$ cat src/rtl/core/msgpk_pkg.sv
// Shared types and constants for the MessagePack token encoder.
`timescale 1ns / 1ps
`default_nettype none
package msgpk_pkg;

	// Token kinds
	typedef enum logic [3:0] {
		CMD_NIL    = 4'd0,
		CMD_FALSE  = 4'd1,
		CMD_TRUE   = 4'd2,
		CMD_UINT   = 4'd3,
		CMD_SINT   = 4'd4,
		CMD_DOUBLE = 4'd5,
		CMD_STR    = 4'd6,
		CMD_ARRAY  = 4'd7,
		CMD_MAP    = 4'd8,
		CMD_RAW    = 4'd9
	} cmd_t;

	// Format bytes
	localparam logic [7:0] MP_NIL     = 8'hc0;
	localparam logic [7:0] MP_FALSE   = 8'hc2;
	localparam logic [7:0] MP_TRUE    = 8'hc3;
	localparam logic [7:0] MP_DOUBLE  = 8'hcb;
	localparam logic [7:0] MP_UINT8   = 8'hcc;
	localparam logic [7:0] MP_UINT16  = 8'hcd;
	localparam logic [7:0] MP_UINT32  = 8'hce;
	localparam logic [7:0] MP_UINT64  = 8'hcf;
	localparam logic [7:0] MP_INT8    = 8'hd0;
	localparam logic [7:0] MP_INT16   = 8'hd1;
	localparam logic [7:0] MP_INT32   = 8'hd2;
	localparam logic [7:0] MP_INT64   = 8'hd3;
	localparam logic [7:0] MP_STR8    = 8'hd9;
	localparam logic [7:0] MP_STR16   = 8'hda;
	localparam logic [7:0] MP_STR32   = 8'hdb;
	localparam logic [7:0] MP_ARRAY16 = 8'hdc;
	localparam logic [7:0] MP_ARRAY32 = 8'hdd;
	localparam logic [7:0] MP_MAP16   = 8'hde;
	localparam logic [7:0] MP_MAP32   = 8'hdf;
	localparam logic [7:0] MP_FIXSTR  = 8'ha0;
	localparam logic [7:0] MP_FIXARR  = 8'h90;
	localparam logic [7:0] MP_FIXMAP  = 8'h80;

	localparam int unsigned MAX_BYTES = 9;

	typedef struct packed {
		logic [3:0]  cmd;
		logic [63:0] number;
		logic [31:0] count;
	} token_t;

	typedef struct packed {
		logic [7:0] out_byte;
		logic       last;
	} result_t;

	// Encoded token: bytes left-aligned, first byte out in the top lane
	typedef struct packed {
		logic [8*MAX_BYTES-1:0] bytes;
		logic [3:0]             len;
	} desc_t;

endpackage
`default_nettype wire

$ cat src/rtl/core/msgpack_token_encoder_core.sv
// Top level of the MessagePack token encoder: front end, queue, byte serializer.
//
// Usage:
//  - Requests enter as one token each (cmd, number, count) on the token port;
//    a request is taken at a rising edge with push high and full low.
//  - Results leave as bytes on the result port; the oldest byte is shown while
//    empty is low and is taken at a rising edge with pop high. result.last
//    marks the final byte of a token's encoding.
//  - Each token yields 1 to 9 bytes (shortest MessagePack form). Token kinds
//    10 to 15 are taken and dropped without output.
//  - A token passes the front register, a queue slot, the shift register and the
//    output register before its first byte is visible.
//  - Throughput: one byte per cycle at the output while pop is high; the bytes
//    of a token leave back to back, and the next token loads on the last byte.
//    The serializer sets the byte rate; the front end takes a new token
//    every cycle while the descriptor queue (FIFO_DEPTH entries) has room.
//  - A stalled receiver (pop low) holds the current byte; the queue then fills
//    and full rises once the front stage also holds a token.
//  - Reset (arst_n low) empties the queue and the output register at once.
`timescale 1ns / 1ps
`default_nettype none
module msgpack_token_encoder_core #(
	parameter int unsigned FIFO_DEPTH = 4
) (
	input  wire                 clk,
	input  wire                 arst_n,
	input  wire                 push,
	output logic                full,
	input  msgpk_pkg::token_t   token,
	output logic                empty,
	input  wire                 pop,
	output msgpk_pkg::result_t  result
);
	import msgpk_pkg::*;

	logic  fr_valid;
	desc_t fr_desc;
	logic  q_full;
	logic  q_empty;
	logic  q_pop;
	desc_t q_desc;

	// classify and align each token
	msgpk_front u_front (
		.clk        (clk),
		.arst_n     (arst_n),
		.push       (push),
		.full       (full),
		.token      (token),
		.desc_valid (fr_valid),
		.desc       (fr_desc),
		.desc_full  (q_full)
	);

	// decouples token intake from byte output
	msgpk_fifo #(
		.DEPTH (FIFO_DEPTH)
	) u_fifo (
		.clk     (clk),
		.arst_n  (arst_n),
		.wr_en   (fr_valid),
		.wr_data (fr_desc),
		.full    (q_full),
		.rd_en   (q_pop),
		.rd_data (q_desc),
		.empty   (q_empty)
	);

	// one byte per cycle while the receiver keeps up, next token loads on the last byte of the current one
	msgpk_back u_back (
		.clk        (clk),
		.arst_n     (arst_n),
		.desc_empty (q_empty),
		.desc       (q_desc),
		.desc_pop   (q_pop),
		.empty      (empty),
		.pop        (pop),
		.result     (result)
	);

endmodule
`default_nettype wire

$ cat src/rtl/core/msgpk_front.sv
// Front end: accepts tokens, picks the shortest form and builds the byte string.
`timescale 1ns / 1ps
`default_nettype none
module msgpk_front (
	input  wire                  clk,
	input  wire                  arst_n,
	input  wire                  push,
	output logic                 full,
	input  msgpk_pkg::token_t    token,
	output logic                 desc_valid,
	output msgpk_pkg::desc_t     desc,
	input  wire                  desc_full
);
	import msgpk_pkg::*;

	logic            valid_s1;
	desc_t           desc_s1;
	logic            take;
	logic            cmd_ok;
	logic            has_pfx;
	logic [7:0]      pfx;
	logic [3:0]      nb;
	logic [63:0]     v;
	logic [63:0]     data_al;
	desc_t           desc_d;

	assign take       = !valid_s1 || !desc_full;
	assign full       = !take;
	assign desc_valid = valid_s1;
	assign desc       = desc_s1;

	always_comb begin
		cmd_ok  = 1'b1;
		has_pfx = 1'b0;
		pfx     = MP_NIL;
		nb      = 4'd1;
		v       = token.number;
		case (token.cmd)
			CMD_NIL:   v = {56'd0, MP_NIL};
			CMD_FALSE: v = {56'd0, MP_FALSE};
			CMD_TRUE:  v = {56'd0, MP_TRUE};
			CMD_UINT, CMD_SINT: begin
				if (token.cmd == CMD_SINT && token.number[63]) begin
					if (&token.number[63:5]) begin
						nb = 4'd1;
					end else if (&token.number[63:7]) begin
						has_pfx = 1'b1; pfx = MP_INT8; nb = 4'd1;
					end else if (&token.number[63:15]) begin
						has_pfx = 1'b1; pfx = MP_INT16; nb = 4'd2;
					end else if (&token.number[63:31]) begin
						has_pfx = 1'b1; pfx = MP_INT32; nb = 4'd4;
					end else begin
						has_pfx = 1'b1; pfx = MP_INT64; nb = 4'd8;
					end
				end else begin
					if (~|token.number[63:7]) begin
						nb = 4'd1;
					end else if (~|token.number[63:8]) begin
						has_pfx = 1'b1; pfx = MP_UINT8; nb = 4'd1;
					end else if (~|token.number[63:16]) begin
						has_pfx = 1'b1; pfx = MP_UINT16; nb = 4'd2;
					end else if (~|token.number[63:32]) begin
						has_pfx = 1'b1; pfx = MP_UINT32; nb = 4'd4;
					end else begin
						has_pfx = 1'b1; pfx = MP_UINT64; nb = 4'd8;
					end
				end
			end
			CMD_DOUBLE: begin
				has_pfx = 1'b1; pfx = MP_DOUBLE; nb = 4'd8;
			end
			CMD_STR: begin
				v = {32'd0, token.count};
				if (~|token.count[31:5]) begin
					v = {56'd0, MP_FIXSTR | {3'd0, token.count[4:0]}};
				end else if (~|token.count[31:8]) begin
					has_pfx = 1'b1; pfx = MP_STR8; nb = 4'd1;
				end else if (~|token.count[31:16]) begin
					has_pfx = 1'b1; pfx = MP_STR16; nb = 4'd2;
				end else begin
					has_pfx = 1'b1; pfx = MP_STR32; nb = 4'd4;
				end
			end
			CMD_ARRAY, CMD_MAP: begin
				v = {32'd0, token.count};
				if (~|token.count[31:4]) begin
					v = {56'd0, ((token.cmd == CMD_MAP) ? MP_FIXMAP : MP_FIXARR)
						| {4'd0, token.count[3:0]}};
				end else if (~|token.count[31:16]) begin
					has_pfx = 1'b1; nb = 4'd2;
					pfx = (token.cmd == CMD_MAP) ? MP_MAP16 : MP_ARRAY16;
				end else begin
					has_pfx = 1'b1; nb = 4'd4;
					pfx = (token.cmd == CMD_MAP) ? MP_MAP32 : MP_ARRAY32;
				end
			end
			CMD_RAW: v = {56'd0, token.number[7:0]};
			default: cmd_ok = 1'b0;
		endcase

		case (nb)
			4'd1:    data_al = {v[7:0], 56'd0};
			4'd2:    data_al = {v[15:0], 48'd0};
			4'd4:    data_al = {v[31:0], 32'd0};
			default: data_al = v;
		endcase

		desc_d.bytes = has_pfx ? {pfx, data_al} : {data_al, 8'd0};
		desc_d.len   = nb + {3'd0, has_pfx};
	end

	always_ff @(posedge clk or negedge arst_n) begin
		if (!arst_n) begin
			valid_s1 <= 1'b0;
		end else if (take) begin
			valid_s1 <= push && cmd_ok;
		end
	end

	always_ff @(posedge clk) begin
		if (take && push) begin
			desc_s1 <= desc_d;
		end
	end

endmodule
`default_nettype wire

$ cat src/rtl/core/msgpk_fifo.sv
// Small descriptor queue between the front end and the byte serializer.
`timescale 1ns / 1ps
`default_nettype none
module msgpk_fifo #(
	parameter int unsigned DEPTH = 4
) (
	input  wire               clk,
	input  wire               arst_n,
	input  wire               wr_en,
	input  msgpk_pkg::desc_t  wr_data,
	output logic              full,
	input  wire               rd_en,
	output msgpk_pkg::desc_t  rd_data,
	output logic              empty
);
	import msgpk_pkg::*;

	localparam int unsigned PTR_W = (DEPTH > 1) ? $clog2(DEPTH) : 1;
	localparam int unsigned CNT_W = $clog2(DEPTH + 1);

	desc_t              slot_q [DEPTH];
	logic [PTR_W-1:0]   wr_ptr_q;
	logic [PTR_W-1:0]   rd_ptr_q;
	logic [CNT_W-1:0]   cnt_q;
	logic               do_wr;
	logic               do_rd;

	assign full    = (cnt_q == CNT_W'(DEPTH));
	assign empty   = (cnt_q == '0);
	assign do_wr   = wr_en && !full;
	assign do_rd   = rd_en && !empty;
	assign rd_data = slot_q[rd_ptr_q];

	always_ff @(posedge clk or negedge arst_n) begin
		if (!arst_n) begin
			wr_ptr_q <= '0;
			rd_ptr_q <= '0;
			cnt_q    <= '0;
		end else begin
			if (do_wr) begin
				wr_ptr_q <= (wr_ptr_q == PTR_W'(DEPTH - 1)) ? '0 : wr_ptr_q + 1'b1;
			end
			if (do_rd) begin
				rd_ptr_q <= (rd_ptr_q == PTR_W'(DEPTH - 1)) ? '0 : rd_ptr_q + 1'b1;
			end
			if (do_wr && !do_rd) begin
				cnt_q <= cnt_q + 1'b1;
			end else if (do_rd && !do_wr) begin
				cnt_q <= cnt_q - 1'b1;
			end
		end
	end

	always_ff @(posedge clk) begin
		if (do_wr) begin
			slot_q[wr_ptr_q] <= wr_data;
		end
	end

endmodule
`default_nettype wire

$ cat src/rtl/core/msgpk_back.sv
// Back end: shifts out one encoded byte per cycle into the result register while the receiver keeps up.
`timescale 1ns / 1ps
`default_nettype none
module msgpk_back (
	input  wire               clk,
	input  wire               arst_n,
	input  wire               desc_empty,
	input  msgpk_pkg::desc_t  desc,
	output logic              desc_pop,
	output logic              empty,
	input  wire               pop,
	output msgpk_pkg::result_t result
);
	import msgpk_pkg::*;

	logic                    cur_valid_q;
	logic [8*MAX_BYTES-1:0]  sh_q;
	logic [3:0]              rem_q;
	logic                    out_valid_q;
	result_t                 out_q;
	logic                    advance;
	logic                    emit;
	logic                    finishing;

	assign advance   = !out_valid_q || pop;
	assign emit      = advance && cur_valid_q;
	assign finishing = emit && (rem_q == 4'd1);
	assign desc_pop  = !desc_empty && (!cur_valid_q || finishing);
	assign empty     = !out_valid_q;
	assign result    = out_q;

	always_ff @(posedge clk or negedge arst_n) begin
		if (!arst_n) begin
			cur_valid_q <= 1'b0;
			out_valid_q <= 1'b0;
		end else begin
			if (advance) begin
				out_valid_q <= cur_valid_q;
			end
			if (desc_pop) begin
				cur_valid_q <= 1'b1;
			end else if (finishing) begin
				cur_valid_q <= 1'b0;
			end
		end
	end

	always_ff @(posedge clk) begin
		if (emit) begin
			out_q.out_byte <= sh_q[8*MAX_BYTES-1 -: 8];
			out_q.last     <= (rem_q == 4'd1);
		end
		if (desc_pop) begin
			sh_q  <= desc.bytes;
			rem_q <= desc.len;
		end else if (emit) begin
			sh_q  <= {sh_q[8*MAX_BYTES-9:0], 8'd0};
			rem_q <= rem_q - 4'd1;
		end
	end

endmodule
`default_nettype wire

$ cat config.mk
export PLATFORM = sky130hd
export DESIGN_NAME = msgpack_token_encoder_core
export DESIGN_NICKNAME = d
export VERILOG_FILES = /design/src/rtl/core/msgpk_pkg.sv /design/src/rtl/core/msgpack_token_encoder_core.sv /design/src/rtl/core/msgpk_front.sv /design/src/rtl/core/msgpk_fifo.sv /design/src/rtl/core/msgpk_back.sv
export SDC_FILE = /design/constraint.sdc
export NUM_CORES = 1
export LEC_CHECK = 0
export BUFFER_PORTS_ARGS = -buffer_cell sky130_fd_sc_hd__buf_2
export CORE_ASPECT_RATIO = 1.1
export CORE_MARGIN = 8
export CORE_UTILIZATION = 58
export CTS_CLUSTER_SIZE = 10
export DETAILED_ROUTE_END_ITERATION = 10
export PLACE_DENSITY = 0.77
export SLEW_MARGIN = 5
export SYNTH_ARGS = -nofsm -noshare
export SYNTH_HDL_FRONTEND = slang
export SYNTH_SLANG_ARGS = --single-unit
$ cat constraint.sdc
create_clock -name clk -period 5.31 [get_ports clk]
set_clock_uncertainty 0.05 [all_clocks]
set_input_delay 0.531 -clock clk [delete_from_list [all_inputs] [get_ports clk]]
set_output_delay 0.531 -clock clk [all_outputs]
set_load 0.1 [all_outputs]
==> metrics.txt, run 1 <==
# TYPE chip_impl_metric gauge
chip_impl_metric{name="die_area",unit="sq mm"} 0.03926
chip_impl_metric{name="synth_seq_area_share",unit="%"} 73.87
chip_impl_metric{name="layout_setup_ws",unit="ns"} 1.957
chip_impl_metric{name="grtUsageMet2",unit="%"} 39.59
chip_impl_metric{name="multiInputGateArea",unit="sq mm"} 0.004793
chip_impl_info{name="rr_endpoint",value="u_back.sh_q[64]"} 1
chip_impl_info{name="critical_path.endpoint",value="u_front.desc[72]"} 1
chip_impl_metric{name="placement.io_buffers",unit=""} 114
chip_impl_metric{name="detail_route.drc_violations",unit=""} 0
chip_impl_metric{name="dr_total_vias",unit=""} 10730
chip_impl_metric{name="r2r_slack",unit="ns"} 2.21
chip_impl_metric{name="fp.dieW",unit="um"} 189.7
chip_impl_metric{name="share_of_synthesized_cell_area_in_and_or_nand_and_nor_gates",unit="%"} 5.644
chip_impl_info{name="yosysTopAreaCell",value="sky130_fd_sc_hd__edfxtp_1"} 1
chip_impl_metric{name="global_route.usage.met1",unit="%"} 33.28
chip_impl_metric{name="fin_area",unit="sq mm"} 0.02178
chip_impl_metric{name="synthMuxAreaShare",unit="%"} 12.81
chip_impl_metric{name="first_pass_iters",unit=""} 5
chip_impl_metric{name="syn_inst",unit=""} 1054
chip_impl_metric{name="number_of_synthesized_flops_with_an_enable_pin",unit=""} 465
chip_impl_metric{name="post-route-min-period",unit="ns"} 3.353
chip_impl_info{name="grt_most_used_layer",value="met2"} 1
chip_impl_metric{name="p_switching",unit="mW"} 2.612
chip_impl_metric{name="p_seq_share",unit="%"} 52.0
chip_impl_metric{name="antennaDiodeCount",unit=""} 0
chip_impl_metric{name="synth.ff_latch_count",unit=""} 475
chip_impl_metric{name="relSlewSlack",unit="%"} 23.61
chip_impl_info{name="worst_hold_path_type",value="input pin to flop"} 1
chip_impl_metric{name="distinct_cell_type_count_after_synthesis",unit=""} 62
chip_impl_metric{name="synth.net_count",unit=""} 1169
chip_impl_metric{name="post_synth.cell_area_avg",unit="sq um"} 18.26
chip_impl_metric{name="grt_first_pass_wirelength",unit="um"} 72120
chip_impl_metric{name="tritoncts.num_buffers",unit=""} 53
chip_impl_metric{name="antenna_found_initial",unit=""} 1
chip_impl_metric{name="peakVddDrop",unit="mV"} 0.3678
chip_impl_metric{name="synth_fa_ha_area_share",unit="%"} 0.7543
chip_impl_metric{name="detail_route.wl_per_cell",unit="um"} 29.88
chip_impl_metric{name="grt.total_usage",unit="%"} 24.85
chip_impl_info{name="tritoncts",value="done"} 1
chip_impl_metric{name="drt_wl_total",unit="um"} 49040
chip_impl_metric{name="asyncSetResetFlopFracSynth",unit="%"} 2.105
chip_impl_metric{name="gp_congestion",unit=""} 0.9838
chip_impl_metric{name="clock_power_share",unit="%"} 30.9
chip_impl_info{name="clock_tree.root_cell",value="sky130_fd_sc_hd__clkbuf_16"} 1
chip_impl_metric{name="worst-r2r-cell-count",unit=""} 8
chip_impl_metric{name="floorplan.rows",unit=""} 70
chip_impl_metric{name="grt_max_degree",unit=""} 77
chip_impl_metric{name="fin_setup_tns",unit="ns"} 0
chip_impl_metric{name="maxSlewViolCount",unit=""} 0
chip_impl_metric{name="cp_data_required_time",unit="ns"} 5.58
chip_impl_metric{name="crit_arrival",unit="ns"} 3.62
chip_impl_metric{name="hpwl",unit="um"} 31480
chip_impl_metric{name="p_leak",unit="nW"} 7.382
chip_impl_info{name="ys.flop_type",value="sky130_fd_sc_hd__edfxtp_1"} 1
chip_impl_info{name="grt_setup_unrepaired",value="false"} 1
chip_impl_metric{name="cell_internal_pwr",unit="mW"} 7.426
chip_impl_metric{name="flow.area_growth_from_synthesis",unit="%"} 13.21
chip_impl_metric{name="cts-htree-levels",unit=""} 2
chip_impl_metric{name="fp.coreArea",unit="sq mm"} 0.03293
chip_impl_metric{name="die_height",unit="um"} 207.0
chip_impl_metric{name="synth_largest_type_area_fraction",unit="%"} 72.57
chip_impl_metric{name="synth_compound_gate_area_share",unit="%"} 5.170
chip_impl_metric{name="synth_xor_area_share",unit="%"} 0.2731
chip_impl_metric{name="pwr_density_cell",unit="mW/mm^2"} 460.8
chip_impl_metric{name="share_comb_of_total_power",unit="%"} 17.1
chip_impl_metric{name="p_sw_share",unit="%"} 26.02
chip_impl_metric{name="global_route.overflow_total",unit=""} 0
chip_impl_info{name="r2r_start",value="u_back.rem_q[0]"} 1
chip_impl_info{name="layout.cells.most_common_list",value="465 x sky130_fd_sc_hd__edfxtp_1, 115 x sky130_fd_sc_hd__buf_2, 76 x sky130_fd_sc_hd__mux4_2, 66 x sky130_fd_sc_hd__mux2_2, 53 x sky130_fd_sc_hd__clkbuf_16"} 1
chip_impl_metric{name="seq_area",unit="sq mm"} 0.01422
chip_impl_metric{name="maximum_capacitance_violations",unit=""} 0
chip_impl_metric{name="cts.reportedPaths.clkPinSlew",unit="ns"} 0.06
chip_impl_metric{name="placement.setup.worst_slack",unit="ns"} 1.523
chip_impl_info{name="netlist_top_cells_area",value="sky130_fd_sc_hd__edfxtp_1 73%, sky130_fd_sc_hd__mux4_2 8.9%, sky130_fd_sc_hd__mux2_2 3.9%, sky130_fd_sc_hd__dfrtp_1 1.3%, sky130_fd_sc_hd__nand2_1 0.99%"} 1
chip_impl_metric{name="first_global_vias",unit=""} 11140
chip_impl_metric{name="fmax",unit="GHz"} 0.2982
chip_impl_info{name="result_of_the_run",value="complete, no violations"} 1
chip_impl_info{name="critPathKind",value="input pin to flop"} 1
chip_impl_metric{name="synthesis_warnings",unit=""} 0
chip_impl_metric{name="post_route_cells_drive_above_1_share",unit="%"} 29.45
chip_impl_metric{name="hold_violations",unit=""} 0
chip_impl_metric{name="start_util",unit="%"} 58.43
chip_impl_metric{name="min_period_over_period",unit="%"} 63.15
chip_impl_metric{name="post-route-util",unit="%"} 66.15
chip_impl_metric{name="boundaryPins",unit=""} 115
chip_impl_metric{name="postRouteAntennaNets",unit=""} 0
chip_impl_metric{name="placement.cell_area",unit="sq mm"} 0.02035
chip_impl_metric{name="worstSkewPairLatency",unit="ns"} 0.57
chip_impl_info{name="critical_path.startpoint_type",value="input pin"} 1
chip_impl_info{name="cp-end-kind",value="flop"} 1
chip_impl_metric{name="groute.layer.met3.usage",unit="%"} 4.486
chip_impl_metric{name="via_per_inst",unit=""} 6.537
chip_impl_info{name="main_combinational_cell_family_by_area_after_synthesis",value="multiplexers"} 1
chip_impl_metric{name="worst_slew_pin_slew",unit="ns"} 1.146
chip_impl_metric{name="cts.path.max_buffers",unit=""} 3
chip_impl_metric{name="post-cts-setup-buffers",unit=""} 0
chip_impl_metric{name="drt_iter0_markers",unit=""} 1184
chip_impl_info{name="mostFrequentLayoutCell",value="sky130_fd_sc_hd__edfxtp_1"} 1
chip_impl_metric{name="clk_sinks",unit=""} 475
chip_impl_metric{name="critical_path_peak_fanout",unit=""} 9
chip_impl_metric{name="synthesis.area",unit="sq mm"} 0.01924
chip_impl_metric{name="nets",unit=""} 1310
chip_impl_metric{name="filler_cell_count",unit=""} 2197
chip_impl_metric{name="number_of_failing_setup_endpoints_in_the_final_timing_report",unit=""} 0
chip_impl_info{name="critical_path.startpoint",value="token[5]"} 1
repair_timing:
action / 4_1_cts / 5_1_grt
hold endpoints to repair: 10 / 0
gates resized for setup: 0 / 0
hold buffers: 1 / 0
kinds of logic after synthesis:
| kind of cell | count (synthesis) |
|---|---|
| buf+inv | 70 |
| xor+xnor | 6 |
| simple gates | 211 |
| fa+ha+maj | 11 |
| mux | 143 |
| compound gates | 138 |
| flops | 475 |
stage by stage:
stage               hold WS, ns  total power [mW]  cells
global placement         0.3526             6.916   1570
detailed placement       0.3528             6.977   1570
floorplan                0.1854             6.400   1054
global route             0.1484             10.38   1641
CTS                      0.1389             10.12   1640
finish                   0.1568             10.04   1641
synth_stat cells, types with 2 or more instances:
cell type                   number
sky130_fd_sc_hd__o221a_2         2
sky130_fd_sc_hd__nor3_1          7
sky130_fd_sc_hd__xnor2_1         4
sky130_fd_sc_hd__o221ai_1        3
sky130_fd_sc_hd__o22ai_1         2
sky130_fd_sc_hd__edfxtp_1      465
sky130_fd_sc_hd__a221oi_1        3
sky130_fd_sc_hd__mux4_2         76
sky130_fd_sc_hd__ha_1           10
sky130_fd_sc_hd__a31oi_1         3
sky130_fd_sc_hd__o21ai_0        28
sky130_fd_sc_hd__mux2_2         66
sky130_fd_sc_hd__a222oi_1        6
sky130_fd_sc_hd__nand4_1        16
sky130_fd_sc_hd__a2bb2oi_1       8
sky130_fd_sc_hd__inv_2           2
sky130_fd_sc_hd__a221o_1         4
sky130_fd_sc_hd__inv_1          18
sky130_fd_sc_hd__or2_2           4
sky130_fd_sc_hd__nand2_1        51
sky130_fd_sc_hd__o31a_1          2
sky130_fd_sc_hd__o21ai_1         3
sky130_fd_sc_hd__and2_1         17
sky130_fd_sc_hd__or3_1           3
sky130_fd_sc_hd__a21o_1          4
sky130_fd_sc_hd__nor4_1         28
sky130_fd_sc_hd__a32oi_1         2
sky130_fd_sc_hd__clkbuf_1       38
sky130_fd_sc_hd__nand3_1         8
sky130_fd_sc_hd__and3_1          3
sky130_fd_sc_hd__and4_1          2
sky130_fd_sc_hd__nor3b_1         2
sky130_fd_sc_hd__nor2b_1        11
sky130_fd_sc_hd__a22o_1         13
sky130_fd_sc_hd__nand2b_1        6
sky130_fd_sc_hd__a21oi_1        22
sky130_fd_sc_hd__buf_1           2
sky130_fd_sc_hd__dfrtp_1        10
sky130_fd_sc_hd__nor2_1         48
sky130_fd_sc_hd__buf_2           8
sky130_fd_sc_hd__xor2_1          2
sky130_fd_sc_hd__a22oi_1        22
flip-flops by register name (all words and copies together), names as in the netlist:
name	cells
u_back.cur_valid_q	1
u_back.out_valid_q	1
u_back.rem_q	4
u_back.result	9
u_back.sh_q	72
u_fifo.cnt_q	3
u_fifo.rd_ptr_q	2
u_fifo.slot_q	304
u_fifo.wr_ptr_q	2
u_front.desc	76
u_front.desc_valid	1
critical path, cell delays in order:
cell and delay [ns]:
sky130_fd_sc_hd__buf_2 0.14, sky130_fd_sc_hd__or3_1 0.48, sky130_fd_sc_hd__nand2b_1 0.31, sky130_fd_sc_hd__nor4_1 0.72
sky130_fd_sc_hd__o221a_2 0.41, sky130_fd_sc_hd__a221o_1 0.42, sky130_fd_sc_hd__a222oi_1 0.20, sky130_fd_sc_hd__o21ai_0 0.39
layer usage:
layer / routed length, um / part of all wire, %
met1: 19950 / 41
met2: 23670 / 48
met3: 3200 / 6.5
met4: 2201 / 4.5
met5: 13 / 0.027
area by class of cell:
| cell class | instances | area share (%) |
|---|---|---|
| sequential | 475 | 65.28 |
| multi-input combinational | 509 | 22.00 |
| clock buffer | 64 | 6.278 |
| timing repair buffer | 136 | 3.377 |
| tap | 432 | 2.481 |
| inverter | 20 | 0.3446 |
| clock inverter | 5 | 0.2298 |
how the worst min path moves through the flow:
| stage | to | depth (start not counted) | startpoint | slack (ns) |
|---|---|---|---|---|
| 6_report | u_front.desc_valid | 2 | push | 0.16 |
| 5_1_grt | u_front.desc_valid | 2 | push | 0.15 |
| 3_3_place_gp | u_front.desc_valid | 1 | arst_n | 0.35 |
| 3_5_place_dp | u_front.desc_valid | 1 | arst_n | 0.35 |
| 4_1_cts | u_front.desc_valid | 2 | push | 0.14 |
| 2_1_floorplan | u_back.cur_valid_q | 0 | arst_n | 0.19 |
power groups by stage:
stage / Combinational [mW] / Sequential, mW / Clock [mW]
after floorplan: 1.31 / 5.09 / 0
after global placement: 1.68 / 5.24 / 0
after detailed placement: 1.70 / 5.28 / 0
after CTS: 1.74 / 5.23 / 3.15
after global routing: 1.83 / 5.28 / 3.27
final: 1.72 / 5.22 / 3.10
(Power assumes the default switching activity.)
==> run 2: changes to the inputs <==
--- a/config.mk
+++ b/config.mk
@@ -8,10 +8,10 @@
 export BUFFER_PORTS_ARGS = -buffer_cell sky130_fd_sc_hd__buf_2
 export CORE_ASPECT_RATIO = 1.1
 export CORE_MARGIN = 8
-export CORE_UTILIZATION = 58
+export CORE_UTILIZATION = 55
 export CTS_CLUSTER_SIZE = 10
 export DETAILED_ROUTE_END_ITERATION = 10
-export PLACE_DENSITY = 0.77
+export PLACE_DENSITY = 0.76
 export SLEW_MARGIN = 5
 export SYNTH_ARGS = -nofsm -noshare
 export SYNTH_HDL_FRONTEND = slang
==> constraint.sdc (replaced) <==
create_clock -name clk -period 2.7 [get_ports clk]
set_clock_uncertainty 0.05 [all_clocks]
set_input_delay 0.27 -clock clk [delete_from_list [all_inputs] [get_ports clk]]
set_output_delay 0.27 -clock clk [all_outputs]
set_load 0.1 [all_outputs]
==> run 2 against run 1 <==
Compared with the run above:
- worst setup slack got worse by 1.7 ns
- flip-flop and latch count unchanged
- die area increased by 5.0%
- largest cell class unchanged
- worst hold slack got worse by 0.12 ns
- first-iteration DRC count increased by 2.7%
- non-clock buffer count increased by 172
- total power increased by 100%
- via count increased by 4.7%
==> metrics.txt, run 2 (synthesis gave the netlist of run 1 again) <==
# TYPE chip_impl_metric gauge
chip_impl_metric{name="placement.io_buffers",unit=""} 114
chip_impl_metric{name="worst_slew_pin_slew",unit="ns"} 0.8056
chip_impl_metric{name="cts.path.max_buffers",unit=""} 3
chip_impl_metric{name="worstSkewPairLatency",unit="ns"} 0.57
chip_impl_metric{name="groute.layer.met3.usage",unit="%"} 3.166
chip_impl_metric{name="clk_sinks",unit=""} 475
chip_impl_info{name="critical_path.endpoint",value="u_fifo.cnt_q[1]"} 1
chip_impl_metric{name="die_area",unit="sq mm"} 0.04123
chip_impl_metric{name="post_route_cells_drive_above_1_share",unit="%"} 38.09
chip_impl_metric{name="filler_cell_count",unit=""} 2219
chip_impl_info{name="r2r_start",value="u_back.rem_q[1]"} 1
chip_impl_metric{name="p_leak",unit="nW"} 8.277
chip_impl_info{name="clock_tree.root_cell",value="sky130_fd_sc_hd__clkbuf_16"} 1
chip_impl_info{name="tritoncts",value="done"} 1
chip_impl_metric{name="detail_route.drc_violations",unit=""} 0
chip_impl_metric{name="die_height",unit="um"} 212.2
chip_impl_metric{name="hold_violations",unit=""} 0
chip_impl_metric{name="via_per_inst",unit=""} 6.155
chip_impl_metric{name="antennaDiodeCount",unit=""} 0
chip_impl_metric{name="postRouteAntennaNets",unit=""} 0
chip_impl_metric{name="dr_total_vias",unit=""} 11230
chip_impl_metric{name="fp.coreArea",unit="sq mm"} 0.03486
chip_impl_metric{name="min_period_over_period",unit="%"} 89.89
chip_impl_metric{name="maxSlewViolCount",unit=""} 0
chip_impl_info{name="grt_setup_unrepaired",value="false"} 1
chip_impl_metric{name="largest_register_ffs",unit=""} 304
chip_impl_metric{name="report.power.total",unit="mW"} 20.21
chip_impl_metric{name="global_route.usage.met1",unit="%"} 30.21
chip_impl_metric{name="floorplan.rows",unit=""} 72
chip_impl_metric{name="start_util",unit="%"} 55.19
chip_impl_metric{name="relSlewSlack",unit="%"} 46.17
chip_impl_metric{name="number_of_failing_setup_endpoints_in_the_final_timing_report",unit=""} 0
chip_impl_metric{name="cts_hold_buf",unit=""} 3
chip_impl_metric{name="r2r_slack",unit="ns"} 0.27
chip_impl_metric{name="ctsResizeCount",unit=""} 0
chip_impl_metric{name="fp.dieW",unit="um"} 194.3
chip_impl_metric{name="fmax",unit="GHz"} 0.4120
chip_impl_metric{name="critical_path_peak_fanout",unit=""} 2
chip_impl_metric{name="fin_area",unit="sq mm"} 0.02332
chip_impl_metric{name="antenna_found_initial",unit=""} 0
chip_impl_metric{name="grtUsageMet2",unit="%"} 40.91
chip_impl_metric{name="boundaryPins",unit=""} 115
chip_impl_metric{name="grt_max_degree",unit=""} 84
chip_impl_metric{name="flow.area_growth_from_synthesis",unit="%"} 21.19
chip_impl_info{name="result_of_the_run",value="complete, no violations"} 1
chip_impl_metric{name="worst-r2r-cell-count",unit=""} 10
chip_impl_info{name="critPathKind",value="flop to flop"} 1
chip_impl_metric{name="tritoncts.num_buffers",unit=""} 53
chip_impl_metric{name="nets",unit=""} 1482
chip_impl_metric{name="peakVddDrop",unit="mV"} 0.6426
chip_impl_info{name="critical_path.startpoint",value="u_back.rem_q[1]"} 1
chip_impl_metric{name="cts-htree-levels",unit=""} 2
chip_impl_metric{name="global_route.overflow_total",unit=""} 0
chip_impl_metric{name="fin_setup_tns",unit="ns"} 0
chip_impl_info{name="top_register",value="u_fifo.slot_q"} 1
chip_impl_metric{name="grt_first_pass_wirelength",unit="um"} 73250
chip_impl_metric{name="first_global_vias",unit=""} 11930
chip_impl_metric{name="drt_wl_total",unit="um"} 48770
chip_impl_metric{name="crit_arrival",unit="ns"} 2.82
chip_impl_metric{name="gp_congestion",unit=""} 0.9468
chip_impl_metric{name="maximum_capacitance_violations",unit=""} 0
chip_impl_info{name="layout.cells.most_common_list",value="465 x sky130_fd_sc_hd__edfxtp_1, 173 x sky130_fd_sc_hd__buf_4, 114 x sky130_fd_sc_hd__buf_2, 76 x sky130_fd_sc_hd__mux4_2, 66 x sky130_fd_sc_hd__mux2_2"} 1
chip_impl_info{name="mostFrequentLayoutCell",value="sky130_fd_sc_hd__edfxtp_1"} 1
chip_impl_info{name="cp-end-kind",value="flop"} 1
chip_impl_metric{name="multiInputGateArea",unit="sq mm"} 0.004787
chip_impl_metric{name="post-route-util",unit="%"} 66.89
chip_impl_info{name="critical_path.startpoint_type",value="flop"} 1
chip_impl_metric{name="drt_iter0_markers",unit=""} 1216
chip_impl_metric{name="placement.cell_area",unit="sq mm"} 0.02187
chip_impl_metric{name="post-route-min-period",unit="ns"} 2.427
chip_impl_metric{name="cts.reportedPaths.clkPinSlew",unit="ns"} 0.06
chip_impl_metric{name="hpwl",unit="um"} 32570
chip_impl_info{name="worst_hold_path_type",value="input pin to asynchronous set/reset pin"} 1
chip_impl_metric{name="detail_route.wl_per_cell",unit="um"} 26.72
chip_impl_metric{name="cp_data_required_time",unit="ns"} 3.10
chip_impl_metric{name="post-cts-setup-buffers",unit=""} 0
chip_impl_metric{name="first_pass_iters",unit=""} 6
chip_impl_info{name="rr_endpoint",value="u_fifo.cnt_q[1]"} 1
chip_impl_metric{name="pwr_density_cell",unit="mW/mm^2"} 866.6
chip_impl_metric{name="grt.total_usage",unit="%"} 23.69
chip_impl_info{name="grt_most_used_layer",value="met2"} 1
chip_impl_metric{name="seq_area",unit="sq mm"} 0.01422
[run 2: metal layers]
metal | share of wire [%] | routed length [um]
met5 | 0 | 0
met3 | 6.3 | 3074
met2 | 50 | 24480
met1 | 40 | 19320
met4 | 3.9 | 1899
[run 2: worst min-delay path by stage]
stage / to / slack [ns] / depth (start not counted)
4_1_cts: u_back.out_valid_q / 0.03 / 2
6_report: u_back.out_valid_q / 0.04 / 2
3_3_place_gp: u_fifo.rd_ptr_q[1] / 0.09 / 1
5_1_grt: u_fifo.wr_ptr_q[0] / 0.04 / 2
3_5_place_dp: u_fifo.cnt_q[2] / 0.1 / 1
2_1_floorplan: u_back.cur_valid_q / -0.08 / 0
[run 2: per-stage QoR]
step / hold slack [ns] / std cells / setup slack (ns)
after floorplan: -0.07559 / 1054 / 0.04149
after global placement: 0.09462 / 1753 / -0.2872
after detailed placement: 0.09740 / 1753 / -0.2817
after CTS: 0.02557 / 1825 / 0.2687
after global routing: 0.04202 / 1825 / 0.1554
final: 0.04061 / 1825 / 0.2730
[run 2: report_power, final]
group          internal, mW  switching [mW]  leakage (nW)
clock                  3.51            2.61         0.688
sequential             9.47           0.654          4.52
combinational          1.99            1.97          3.07
[run 2: final cells by class]
| type | count | area share, % |
|---|---|---|
| clock inverters | 5 | 0.2093 |
| multi-input cells | 509 | 20.53 |
| clock buffers | 64 | 5.865 |
| flip-flops and latches | 475 | 60.99 |
| inverters | 20 | 0.3380 |
| repair buffers | 308 | 9.690 |
| well taps | 444 | 2.382 |
[run 2: critical path, stage by stage, from the launching register on]
cell and delay (ns):
sky130_fd_sc_hd__edfxtp_1 0.40, sky130_fd_sc_hd__inv_1 0.09, sky130_fd_sc_hd__ha_1 0.13, sky130_fd_sc_hd__nor3b_1 0.31, sky130_fd_sc_hd__nand2_1 0.10, sky130_fd_sc_hd__nand2_1 0.13
sky130_fd_sc_hd__o31ai_4 0.10, sky130_fd_sc_hd__ha_1 0.24, sky130_fd_sc_hd__inv_1 0.07, sky130_fd_sc_hd__fa_1 0.40, sky130_fd_sc_hd__mux2_2 0.27
